**config.mk**
```make
export PLATFORM = sky130hd
export DESIGN_NAME = fsk_uart_frame_modulator_core
export DESIGN_NICKNAME = d
export VERILOG_FILES = /design/src/rtl/fskm_pkg.sv /design/src/rtl/fskm_cfg_regs.sv /design/src/rtl/fskm_engine.sv /design/src/rtl/fsk_uart_frame_modulator_core.sv
export SDC_FILE = /design/constraint.sdc
export NUM_CORES = 1
export LEC_CHECK = 0
export ABC_AREA = 0
export ABC_CLOCK_PERIOD_IN_PS = 8500
export BUFFER_PORTS_ARGS = -buffer_cell sky130_fd_sc_hd__buf_4
export CAP_MARGIN = 20
export CORE_UTILIZATION = 38
export DETAILED_ROUTE_END_ITERATION = 10
export PLACE_DENSITY_LB_ADDON = 0.3
export SLEW_MARGIN = 15
export SYNTH_ARGS = -nofsm -noshare
export SYNTH_HDL_FRONTEND = slang
export SYNTH_SLANG_ARGS = --single-unit
```
**constraint.sdc**
```tcl
create_clock -name clk_i -period 8.5 [get_ports clk_i]
set_input_delay 1.7 -clock clk_i [delete_from_list [all_inputs] [get_ports clk_i]]
set_output_delay 1.7 -clock clk_i [all_outputs]
set_load 0.005 [all_outputs]
```
**src/rtl/fskm_pkg.sv**
```systemverilog
// ----------------------------------------------------------------------------
// fskm_pkg
// types, constants and the sine table builder for the fsk frame modulator
// ----------------------------------------------------------------------------
package fskm_pkg;

  localparam int unsigned TableDepth = 256;
  localparam int unsigned SampleBits = 12;
  localparam int unsigned AddrBits   = $clog2(TableDepth);
  localparam int unsigned StepBits   = 16;
  localparam int unsigned LeftBits   = 4;

  // start, eight data, parity, stop
  localparam logic [LeftBits-1:0] FrameBits = 4'd11;
  localparam logic [LeftBits-1:0] LeftParity = 4'd2;
  localparam logic [LeftBits-1:0] LeftData   = 4'd3;

  localparam logic [StepBits-1:0] MarkStepRst  = 16'd1567;
  localparam logic [StepBits-1:0] SpaceStepRst = 16'd2872;
  localparam logic [StepBits-1:0] BitStepRst   = 16'd1567;

  // pi/2 in q2.62 and its per-entry step
  localparam logic [63:0] HalfPiQ62  = 64'h6487ED5110B4611A;
  localparam logic [63:0] HalfPiStep = HalfPiQ62 / TableDepth;

  typedef enum logic {
    CmdTick = 1'b0,
    CmdLoad = 1'b1
  } cmd_e;

  typedef enum logic [1:0] {
    RegMarkStep  = 2'd0,
    RegSpaceStep = 2'd1,
    RegBitStep   = 2'd2
  } cfg_reg_e;

  typedef struct packed {
    cmd_e       cmd;
    logic [7:0] data_byte;
  } in_word_t;

  typedef struct packed {
    logic [SampleBits-1:0] sample;
    logic                  ready_res;
    logic                  line_bit;
  } out_word_t;

  typedef struct packed {
    logic [StepBits-1:0] mark_step;
    logic [StepBits-1:0] space_step;
    logic [StepBits-1:0] bit_step;
  } cfg_t;

  typedef logic [TableDepth-1:0][SampleBits-1:0] sine_rom_t;

  // (a * b) >> 62, product of two q2.62 values
  function automatic logic [63:0] mul_q62(input logic [63:0] a, input logic [63:0] b);
    logic [127:0] p;
    p = {64'd0, a} * {64'd0, b};
    return p[125:62];
  endfunction

  // taylor series sine on [0, pi/2], q62 in and out
  function automatic logic [63:0] sin_q62(input logic [63:0] x);
    logic [63:0] x2;
    logic [63:0] term;
    logic [63:0] sum;
    x2   = mul_q62(x, x);
    term = x;
    sum  = x;
    term = mul_q62(term, x2) / 64'd6;   sum = sum - term;
    term = mul_q62(term, x2) / 64'd20;  sum = sum + term;
    term = mul_q62(term, x2) / 64'd42;  sum = sum - term;
    term = mul_q62(term, x2) / 64'd72;  sum = sum + term;
    term = mul_q62(term, x2) / 64'd110; sum = sum - term;
    term = mul_q62(term, x2) / 64'd156; sum = sum + term;
    term = mul_q62(term, x2) / 64'd210; sum = sum - term;
    term = mul_q62(term, x2) / 64'd272; sum = sum + term;
    term = mul_q62(term, x2) / 64'd342; sum = sum - term;
    term = mul_q62(term, x2) / 64'd420; sum = sum + term;
    term = mul_q62(term, x2) / 64'd506; sum = sum - term;
    return sum;
  endfunction

  // offset sine table, evaluated at elaboration only
  function automatic sine_rom_t build_sine_rom();
    sine_rom_t   rom;
    logic [31:0] half;
    logic [31:0] top;
    logic [31:0] t;
    logic [31:0] quad;
    logic [31:0] r;
    logic [31:0] m;
    logic [31:0] mag;
    logic [31:0] fl;
    logic [31:0] v;
    logic [63:0] s;
    half = 32'd1 << (SampleBits - 1);
    top  = (32'd1 << SampleBits) - 32'd1;
    for (int i = 0; i < TableDepth; i++) begin
      t    = 32'(4 * i);
      quad = t / TableDepth;
      r    = t % TableDepth;
      m    = quad[0] ? 32'(TableDepth) - r : r;
      if (m == 32'd0 || m == 32'(TableDepth)) begin
        mag = (m == 32'd0) ? 32'd0 : half;
        v   = (quad < 32'd2) ? half + mag : half - mag;
      end else begin
        s  = sin_q62(HalfPiStep * {32'd0, m});
        fl = 32'(s >> (63 - SampleBits));
        if (quad < 32'd2) begin
          v = half + fl;
        end else begin
          v = (fl >= half) ? 32'd0 : half - fl - 32'd1;
        end
      end
      if (v > top) begin
        v = top;
      end
      rom[i] = v[SampleBits-1:0];
    end
    return rom;
  endfunction

endpackage

```
**src/rtl/fskm_cfg_regs.sv**
```systemverilog
// ----------------------------------------------------------------------------
// fskm_cfg_regs
// step registers written through the configuration channel
// ----------------------------------------------------------------------------
module fskm_cfg_regs import fskm_pkg::*; (
  input  logic                clk_i,
  input  logic                rst_ni,
  input  logic                cfg_valid_i,
  output logic                cfg_ready_o,
  input  logic [1:0]          cfg_index_i,
  input  logic [StepBits-1:0] cfg_data_i,
  output cfg_t                cfg_o
);

  cfg_t cfg_q, cfg_d;

  assign cfg_ready_o = 1'b1;
  assign cfg_o       = cfg_q;

  always_comb begin
    cfg_d = cfg_q;
    if (cfg_valid_i) begin
      case (cfg_index_i)
        RegMarkStep:  cfg_d.mark_step  = cfg_data_i;
        RegSpaceStep: cfg_d.space_step = cfg_data_i;
        RegBitStep:   cfg_d.bit_step   = cfg_data_i;
        default:      cfg_d = cfg_q;  // unmapped index is dropped
      endcase
    end
  end

  always_ff @(posedge clk_i or negedge rst_ni) begin
    if (!rst_ni) begin
      cfg_q <= '{mark_step: MarkStepRst, space_step: SpaceStepRst, bit_step: BitStepRst};
    end else begin
      cfg_q <= cfg_d;
    end
  end

endmodule

```
**src/rtl/fskm_engine.sv**
```systemverilog
// ----------------------------------------------------------------------------
// fskm_engine
// phase accumulator, bit timer, frame sequencer and sine table lookup
// ----------------------------------------------------------------------------
module fskm_engine import fskm_pkg::*; (
  input  logic      clk_i,
  input  logic      rst_ni,
  input  logic      go_i,
  input  in_word_t  word_i,
  input  cfg_t      cfg_i,
  output out_word_t res_o
);

  localparam sine_rom_t SineRom = build_sine_rom();

  logic [StepBits-1:0] phase_q, phase_d;
  logic [StepBits-1:0] timer_q, timer_d;
  logic [7:0]          shift_q, shift_d;
  logic                cur_q, cur_d;
  logic [LeftBits-1:0] left_q, left_d;
  logic                par_q, par_d;
  logic                idle_q, idle_d;

  logic [StepBits:0]   timer_sum;
  logic [LeftBits-1:0] left_dec;

  // result reflects state before this tick's update
  assign res_o.sample    = SineRom[phase_q[StepBits-1 -: AddrBits]];
  assign res_o.ready_res = idle_q;
  assign res_o.line_bit  = cur_q;

  assign timer_sum = {1'b0, timer_q} + {1'b0, cfg_i.bit_step};
  assign left_dec  = left_q - 4'd1;

  always_comb begin
    phase_d = phase_q;
    timer_d = timer_q;
    shift_d = shift_q;
    cur_d   = cur_q;
    left_d  = left_q;
    par_d   = par_q;
    idle_d  = idle_q;
    if (go_i) begin
      if (word_i.cmd == CmdLoad) begin
        if (idle_q) begin
          shift_d = word_i.data_byte;
          par_d   = ^word_i.data_byte;
          cur_d   = 1'b0;                // start bit
          left_d  = FrameBits;
          timer_d = '0;
          idle_d  = 1'b0;
        end
      end else begin
        phase_d = phase_q + (cur_q ? cfg_i.mark_step : cfg_i.space_step);
        if (!idle_q) begin
          timer_d = timer_sum[StepBits-1:0];
          if (timer_sum[StepBits]) begin
            left_d = left_dec;
            if (left_dec == '0) begin
              idle_d = 1'b1;
              cur_d  = 1'b1;
            end else if (left_dec >= LeftData) begin
              cur_d   = shift_q[0];
              shift_d = {1'b0, shift_q[7:1]};
            end else if (left_dec == LeftParity) begin
              cur_d = par_q;
            end else begin
              cur_d = 1'b1;              // stop bit
            end
          end
        end
      end
    end
  end

  always_ff @(posedge clk_i or negedge rst_ni) begin
    if (!rst_ni) begin
      phase_q <= '0;
      timer_q <= '0;
      shift_q <= '0;
      cur_q   <= 1'b1;
      left_q  <= '0;
      par_q   <= 1'b0;
      idle_q  <= 1'b1;
    end else begin
      phase_q <= phase_d;
      timer_q <= timer_d;
      shift_q <= shift_d;
      cur_q   <= cur_d;
      left_q  <= left_d;
      par_q   <= par_d;
      idle_q  <= idle_d;
    end
  end

  // idle exactly when no frame bits remain
  a_idle_left: assert property (@(posedge clk_i) disable iff (!rst_ni)
    idle_q == (left_q == '0))
    else $error("idle flag and bit count disagree");

  // line rests at mark while idle
  a_idle_mark: assert property (@(posedge clk_i) disable iff (!rst_ni)
    idle_q |-> cur_q)
    else $error("line not at mark while idle");

  // bit count never exceeds one frame
  a_left_range: assert property (@(posedge clk_i) disable iff (!rst_ni)
    left_q <= FrameBits)
    else $error("bit count out of range");

  // a load while idle starts a frame with the start bit
  a_load_start: assert property (@(posedge clk_i) disable iff (!rst_ni)
    (go_i && word_i.cmd == CmdLoad && idle_q) |=> (!idle_q && !cur_q && left_q == FrameBits))
    else $error("load did not start a frame");

endmodule

```
**src/rtl/fsk_uart_frame_modulator_core.sv**
```systemverilog
// ----------------------------------------------------------------------------
// fsk_uart_frame_modulator_core
// binary fsk modulator with uart framing feeding a 12-bit dac
// ----------------------------------------------------------------------------
// Takes one word per clock unless a tick waits on a stalled result. A tick
// word produces one result word carrying the sine table sample at the current
// phase, the ready flag and the line bit as they stood before the tick; a
// load word starts a frame (start bit, eight data bits lsb first, even
// parity, stop bit) when the block is idle, is dropped otherwise, and
// produces no result. Each accepted word passes an input register, then the
// accumulate and frame update logic with a 256-entry constant table read,
// then the result register. A new word is accepted every cycle as long as
// the result side keeps taking words. A stalled result holds the tick behind
// it in the input register; load words never wait on the result side. The
// step registers take a write every cycle.
// ----------------------------------------------------------------------------
module fsk_uart_frame_modulator_core import fskm_pkg::*; (
  input  logic                clk_i,
  input  logic                rst_ni,
  // input words
  input  logic                in_valid_i,
  output logic                in_stall_o,
  input  in_word_t            in_word_i,
  // result words
  output logic                out_valid_o,
  input  logic                out_stall_i,
  output out_word_t           out_word_o,
  // step register writes
  input  logic                cfg_valid_i,
  output logic                cfg_ready_o,
  input  logic [1:0]          cfg_index_i,
  input  logic [StepBits-1:0] cfg_data_i
);

  cfg_t      cfg;
  out_word_t res;

  logic      s1_valid_q;
  in_word_t  s1_word_q;
  logic      out_valid_q;
  out_word_t out_word_q;

  logic      out_free;
  logic      s1_tick;
  logic      s1_go;

  fskm_cfg_regs u_cfg_regs (
    .clk_i       (clk_i),
    .rst_ni      (rst_ni),
    .cfg_valid_i (cfg_valid_i),
    .cfg_ready_o (cfg_ready_o),
    .cfg_index_i (cfg_index_i),
    .cfg_data_i  (cfg_data_i),
    .cfg_o       (cfg)
  );

  // result slot free when empty or being taken this cycle
  assign out_free = !out_valid_q || !out_stall_i;
  assign s1_tick  = s1_word_q.cmd == CmdTick;
  // loads advance regardless of the result side
  assign s1_go    = s1_valid_q && (!s1_tick || out_free);

  assign in_stall_o  = s1_valid_q && !s1_go;
  assign out_valid_o = out_valid_q;
  assign out_word_o  = out_word_q;

  fskm_engine u_engine (
    .clk_i  (clk_i),
    .rst_ni (rst_ni),
    .go_i   (s1_go),
    .word_i (s1_word_q),
    .cfg_i  (cfg),
    .res_o  (res)
  );

  // input register
  always_ff @(posedge clk_i or negedge rst_ni) begin
    if (!rst_ni) begin
      s1_valid_q <= 1'b0;
    end else if (in_valid_i && !in_stall_o) begin
      s1_valid_q <= 1'b1;
    end else if (s1_go) begin
      s1_valid_q <= 1'b0;
    end
  end

  always_ff @(posedge clk_i) begin
    if (in_valid_i && !in_stall_o) begin
      s1_word_q <= in_word_i;
    end
  end

  // result register
  always_ff @(posedge clk_i or negedge rst_ni) begin
    if (!rst_ni) begin
      out_valid_q <= 1'b0;
    end else if (s1_go && s1_tick) begin
      out_valid_q <= 1'b1;
    end else if (!out_stall_i) begin
      out_valid_q <= 1'b0;
    end
  end

  always_ff @(posedge clk_i) begin
    if (s1_go && s1_tick) begin
      out_word_q <= res;
    end
  end

endmodule
```
==> flow_summary.toml, run 1 <==
[cts]
cts_root_buffer = "clkbuf_16"
cts_tree = "done"
cts_buffers = 17
h-tree-depth = 4
clkLatencyLatePin_ns = 0.43
clk_pin_slew_ns = 0.06
cts_buffer_depth = 2
cts.sinks = 120
post_cts_buffers = 0
ctsHoldBuffers = 0
post_cts_resized = 0

[floorplanning]
chipHeight_um = 162
core_area_um2 = 25100
die_width_um = 162
num_rows = 58
dieArea_um2 = 26200
start_util_pct = 38.6
io_pins = 49

[hold_path]
hold_depth = 2
min-delay-start = "u_engine.phase_q[5]"
worst_hold_path_type = "reg2reg"
whs_endpoint = "u_engine.phase_q[5]"

[routing]
dr.first_iter.drc_count = 900
vias_per_cell = 6.23
drc_errors = 0
num_vias = 8930
ant_nets = 0
drtPass1Iterations = 6
wire_per_inst_um = 19.9
wl_um = 28600

[global_routing]
grt.total_usage_pct = 22.1
grt_pass1_vias = 8492
antenna_found_initial = 0
grt_start_max_net_pins = 76
grt_pass1_wl_um = 45700
grt-ovfl-total = 0

[layout]
fillers = 2491
num-nets-final = 1172
multi_input_area_um2 = 6040
regArea_um2 = 3150
n_antenna_cell = 0
drive_gt1_share_pct = 19.3
area_delta_synth_final_pct = 10.7
final_cell_count_no_fill = 1434

[synthesis]
syn_nets = 1181
netlist_area_um2 = 9690
synth_seq_cells = 120
ys.flop_type = "dfrtp_1"
synth_seq_area_share_pct = 32.5
synthArstFlopShare_pct = 80.8
synth.avg_cell_area_um2 = 8.81
synth.yosys.warnings = 0
synth_cell_types = 87
synth_cells = 1100
synth_edf_count = 23

[timing]
worst_slew_pin_slew_ns = 1.02
rsz0062_at_grt = "false"
slew_viol_final = 0
tns_ns = 0
hold_violations = 0
finClkSkew_ns = 0.0136
slew_headroom_pct = 31.7
fmax_ghz = 0.263
fin_crit_sh_pct = 44.7
setup-violations-final = 0
final.min_clock_period_ns = 3.80

[setup_path]
r2r_slack_ns = 5.05
crit_required_ns = 6.80
rr_worst_depth = 9
critPathLaunchType = "input port"
worstPathArrival_ns = 2.10
endpoint_kind = "output pin"
reg2reg_from = "u_engine.phase_q[10]"
worstPathMaxFanout = 3
r2r-end = "out_word_o[7]"
critical_path_class = "in2out"

[run]
drv_cap = 0

[place]
post-dp-hpwl_um = 19300
port_buffers = 47
dp.cells = 1402
gp_congestion = 1.01

[power_and_ir_drop]
peakVddDrop_mv = 0.176
power.density_nw_per_um2 = 433
power.leakage_uw = 0.00429

[outcome]
status = "finished, final reports clean"
[worst max path at each step]
stage / start / end / slack [ns]
detailed placement: out_stall_i / in_stall_o / 4.69
finish: out_stall_i / in_stall_o / 4.70
CTS: out_stall_i / in_stall_o / 4.69
global route: out_stall_i / in_stall_o / 4.66
floorplan: out_stall_i / in_stall_o / 4.95
global placement: out_stall_i / in_stall_o / 4.70
[critical path, stage by stage]
cell,delay (ns)
buf_4,0.11
nand3_1,0.11
inv_1,0.05
buf_4,0.13
[cell usage in the layout (no fill, tap or decap), types with 7 or more instances in the layout]
cell and n:
o21a_1 8, a21o_1 17, and3_1 17, mux2i_1 9, a21oi_1 64, o21ai_0 68
o311ai_0 11, nand2b_1 19, clkbuf_16 17, buf_4 59, inv_1 20, nand3b_1 8
edfxtp_1 23, o21ai_1 24, nor3_1 30, nand3_1 47, nor3b_1 7, dfstp_2 22
nor2b_1 18, o22ai_1 11, a211oi_1 20, mux2_2 65, o31ai_1 12, a311oi_1 13
nor2_1 63, xnor2_1 19, a31oi_1 19, nand2_1 102, dfrtp_1 72, o211ai_1 19
ha_1 47, and2_1 8
[cells in the mapped netlist (6+ instances only)]
cell	instances	area share, %
nand2_1	102	3.9
dfrtp_1	75	19
o21ai_0	68	3.5
mux2_2	65	7.6
a21oi_1	64	3.3
nor2_1	63	2.4
ha_1	47	6.1
nand3_1	47	2.4
clkbuf_1	44	1.7
nor3_1	30	1.5
buf_2	27	1.4
o21ai_1	24	1.2
edfxtp_1	23	7.1
dfstp_2	22	6.0
a211oi_1	20	1.5
inv_1	20	0.77
a31oi_1	19	1.2
nand2b_1	19	1.2
o211ai_1	19	1.5
xnor2_1	19	1.7
nor2b_1	18	1.2
a21o_1	17	1.3
and3_1	17	1.1
a311oi_1	13	1.2
o31ai_1	12	0.93
o22ai_1	11	0.71
o311ai_0	11	0.99
mux2i_1	9	0.93
and2_1	8	0.52
nand3b_1	8	0.62
o21a_1	8	0.62
nor3b_1	7	0.54
a211o_1	6	0.54
buf_1	6	0.23
mux4_2	6	1.4
nand4_1	6	0.39
o221ai_1	6	0.54
xor2_1	6	0.54
[power by group]
| part | total [µW] | internal [µW] | switching [µW] |
|---|---|---|---|
| combinational | 2910 | 1130 | 1780 |
| sequential | 987 | 794 | 193 |
| clock | 747 | 440 | 307 |
[routing by layer]
metal | vias to the layer above | global-route usage (%) | wire length (µm)
met2 | 411 | 34.6 | 13100
met4 | 0 | 9.26 | 761
met3 | 71 | 3.65 | 1960
met5 | - | 0 | 0
met1 | 4310 | 30.0 | 12800
li1 | 4138 | - | -
[metrics by stage]
stage / instance area (µm²) / hold WS [ns] / total power (µW) / util, % / setup WS [ns]
final: 10700 / 0.483 / 4650 / 42.7 / 4.70
after global routing: 10700 / 0.519 / 4960 / 42.7 / 4.66
after CTS: 10700 / 0.490 / 4580 / 42.7 / 4.69
after detailed placement: 10100 / 0.473 / 3810 / 40.4 / 4.69
after global placement: 10100 / 0.459 / 3810 / 40.4 / 4.70
after floorplan: 9690 / 0.445 / 3150 / - / 4.95
[final cells by class]
class	count	area share (%)
repair buffers	59	4.13
clock inverters	14	1.54
multi-input cells	870	56.3
well taps	330	3.85
clock buffers	18	4.00
inverters	23	0.804
flip-flops and latches	120	29.4
[kinds of logic after synthesis]
| family | synth area share, % |
|---|---|
| mux | 9.87 |
| flops | 32.5 |
| buf+inv | 5.19 |
| simple gates | 18.0 |
| other cells | 0.0387 |
| xor+xnor | 2.43 |
| fa+ha+maj | 6.48 |
| compound gates | 25.5 |
[registers in the layout (all words and copies together), names as in the netlist]
name,cells
u_cfg_regs.cfg_o,48
u_engine.phase_q,16
u_engine.timer_q,16
out_word_o,14
s1_word_q,9
u_engine.shift_q,8
u_engine.left_q,4
out_valid_o,1
s1_valid_q,1
u_engine.cur_q,1
u_engine.idle_q,1
u_engine.par_q,1
(Power assumes the default switching activity.)
==> inputs of run 2 (changes only) <==
--- a/config.mk
+++ b/config.mk
@@ -6,7 +6,7 @@
 export NUM_CORES = 1
 export LEC_CHECK = 0
 export ABC_AREA = 0
-export ABC_CLOCK_PERIOD_IN_PS = 8500
+export ABC_CLOCK_PERIOD_IN_PS = 3450
 export BUFFER_PORTS_ARGS = -buffer_cell sky130_fd_sc_hd__buf_4
 export CAP_MARGIN = 20
 export CORE_UTILIZATION = 38
==> constraint.sdc (replaced) <==
create_clock -name clk_i -period 3.45 [get_ports clk_i]
set_input_delay 0.69 -clock clk_i [delete_from_list [all_inputs] [get_ports clk_i]]
set_output_delay 0.69 -clock clk_i [all_outputs]
set_load 0.005 [all_outputs]
==> run 2 against run 1 <==
  * Via count up 0.58%
  * Critical path depth up 5
  * Die area unchanged
  * Clock skew up 0.00084 ns
  * Global-route usage up 0.53 points
  * Register-to-register slack worse by 4.7 ns
  * Clock power up 130%
  * Count of clock-buffer cells in the layout up 2
  * Combinational power rose to 2.6 times the previous value
  * Worst setup slack worse by 4.3 ns
  * Largest power group unchanged
==> flow_summary.toml, run 2 (synthesis gave the netlist of run 1 again) <==
[power_and_ir_drop]
comb_power_share_pct = 64.6
power.density_nw_per_um2 = 1060
p_sw_uw = 5670
swShare_pct = 48.9
p_clk_share_pct = 14.8
power.leakage_uw = 0.00441
peakVddDrop_mv = 0.514
p_int_uw = 5940
seq_power_share_pct = 20.6

[global_routing]
grt_pass1_wl_um = 46600
antenna_found_initial = 0
grt-ovfl-total = 0
grt_start_max_net_pins = 121
grt.total_usage_pct = 22.6
grt_pass1_vias = 8407

[layout]
mostFrequentLayoutCells = "102 x nand2_1, 79 x buf_4, 72 x dfrtp_1, 68 x o21ai_0, 65 x mux2_2"
largest_reg_flops = 48
final_common_cell = "nand2_1"
area_delta_synth_final_pct = 12.6
drive_gt1_share_pct = 20.9
num-nets-final = 1195
final_cell_count_no_fill = 1457
n_antenna_cell = 0

[routing]
ant_nets = 0
wl_um = 29400
drtPass1Iterations = 6
wire_per_inst_um = 20.2
drc_errors = 0
num_vias = 8982
vias_per_cell = 6.16
dr.first_iter.drc_count = 1181

[setup_path]
critPathLaunchType = "register"
r2r_slack_ns = 0.38
worstPathArrival_ns = 3.34
endpoint_kind = "register"
reg2reg_from = "u_engine.cur_q"
critical_path_class = "reg2reg"
startpoint = "u_engine.cur_q"
worstPathMaxFanout = 10
crit_required_ns = 3.72

[timing]
rsz0062_at_grt = "false"
fin_crit_sh_pct = 89.0
hold_violations = 0
slew_headroom_pct = 37.2
setup-violations-final = 0
tns_ns = 0
worst_slew_pin_slew_ns = 0.942
slew_viol_final = 0
final.min_clock_period_ns = 3.07
fmax_ghz = 0.326
finClkSkew_ns = 0.0144

[floorplanning]
chipHeight_um = 162
num_rows = 58
die_width_um = 162
core_area_um2 = 25100
io_pins = 49
start_util_pct = 38.6
dieArea_um2 = 26200

[cts]
clk_pin_slew_ns = 0.06
cts_buffer_depth = 2
post_cts_buffers = 0
clkLatencyLatePin_ns = 0.42
cts_tree = "done"
ctsHoldBuffers = 0
cts_root_buffer = "clkbuf_16"
cts.sinks = 120
cts_buffers = 17
h-tree-depth = 4
post_cts_resized = 0

[place]
gp_congestion = 1.01
dp.cells = 1425
post-dp-hpwl_um = 20400
port_buffers = 47

[outcome]
status = "finished, final reports clean"

[run]
drv_cap = 0

[hold_path]
worst_hold_path_type = "in2async"
==> run 2: final timing paths <==
kind | end | cells after the start
max | u_engine.phase_q[10] | 9
min | u_engine.phase_q[6] | 1
max reg2reg | u_engine.phase_q[10] | 9
min reg2reg | u_engine.phase_q[0] | 2
max in group asynchronous | u_engine.phase_q[11] | 2
min in group clk_i | s1_word_q[4] | 1
==> run 2: through the flow <==
step	total power, µW	utilization, %	cell area, µm²	hold slack, ns	setup slack, ns
after CTS	11500	43.5	10900	0.111	0.379
after global placement	9690	41.2	10300	0.463	0.439
after global routing	12400	43.5	10900	0.112	0.187
after detailed placement	9680	41.2	10300	0.479	0.404
final	11600	43.5	10900	0.117	0.378
after floorplan	7770	-	9690	0.394	0.0698
==> run 2: critical path, cell delays in order, from the launching register on <==
cell and delay, ns:
dfstp_2 0.67, mux2_2 0.36, ha_1 0.22, fa_1 0.44, a21oi_1 0.21, o21ai_0 0.17, o221a_2 0.32, o211ai_1 0.20
mux2i_1 0.19, o311ai_0 0.13
==> run 2: power by group through the flow <==
stage	sequential (µW)	clock [µW]	combinational [µW]
final	2390	1720	7500
after floorplan	2190	0	5590
after CTS	2380	1750	7320
after global routing	2440	1810	8130
after detailed placement	2400	0	7280
after global placement	2390	0	7300
==> run 2: final cells by class <==
cell class	count	area, µm²
fillers	2497	14200
multi-input cells	870	6040
flip-flops and latches	120	3150
repair buffers	82	653
clock buffers	20	447
well taps	330	413
clock inverters	12	116
inverters	23	86.3
==> run 2: routing by layer <==
metal / GRT usage, % / share of wire [%] / up-vias
met5: 0 / 0 / -
met4: 9.05 / 2.7 / 0
met3: 4.70 / 8.1 / 66
met2: 34.3 / 45 / 447
met1: 31.2 / 45 / 4296
li1: - / - / 4173
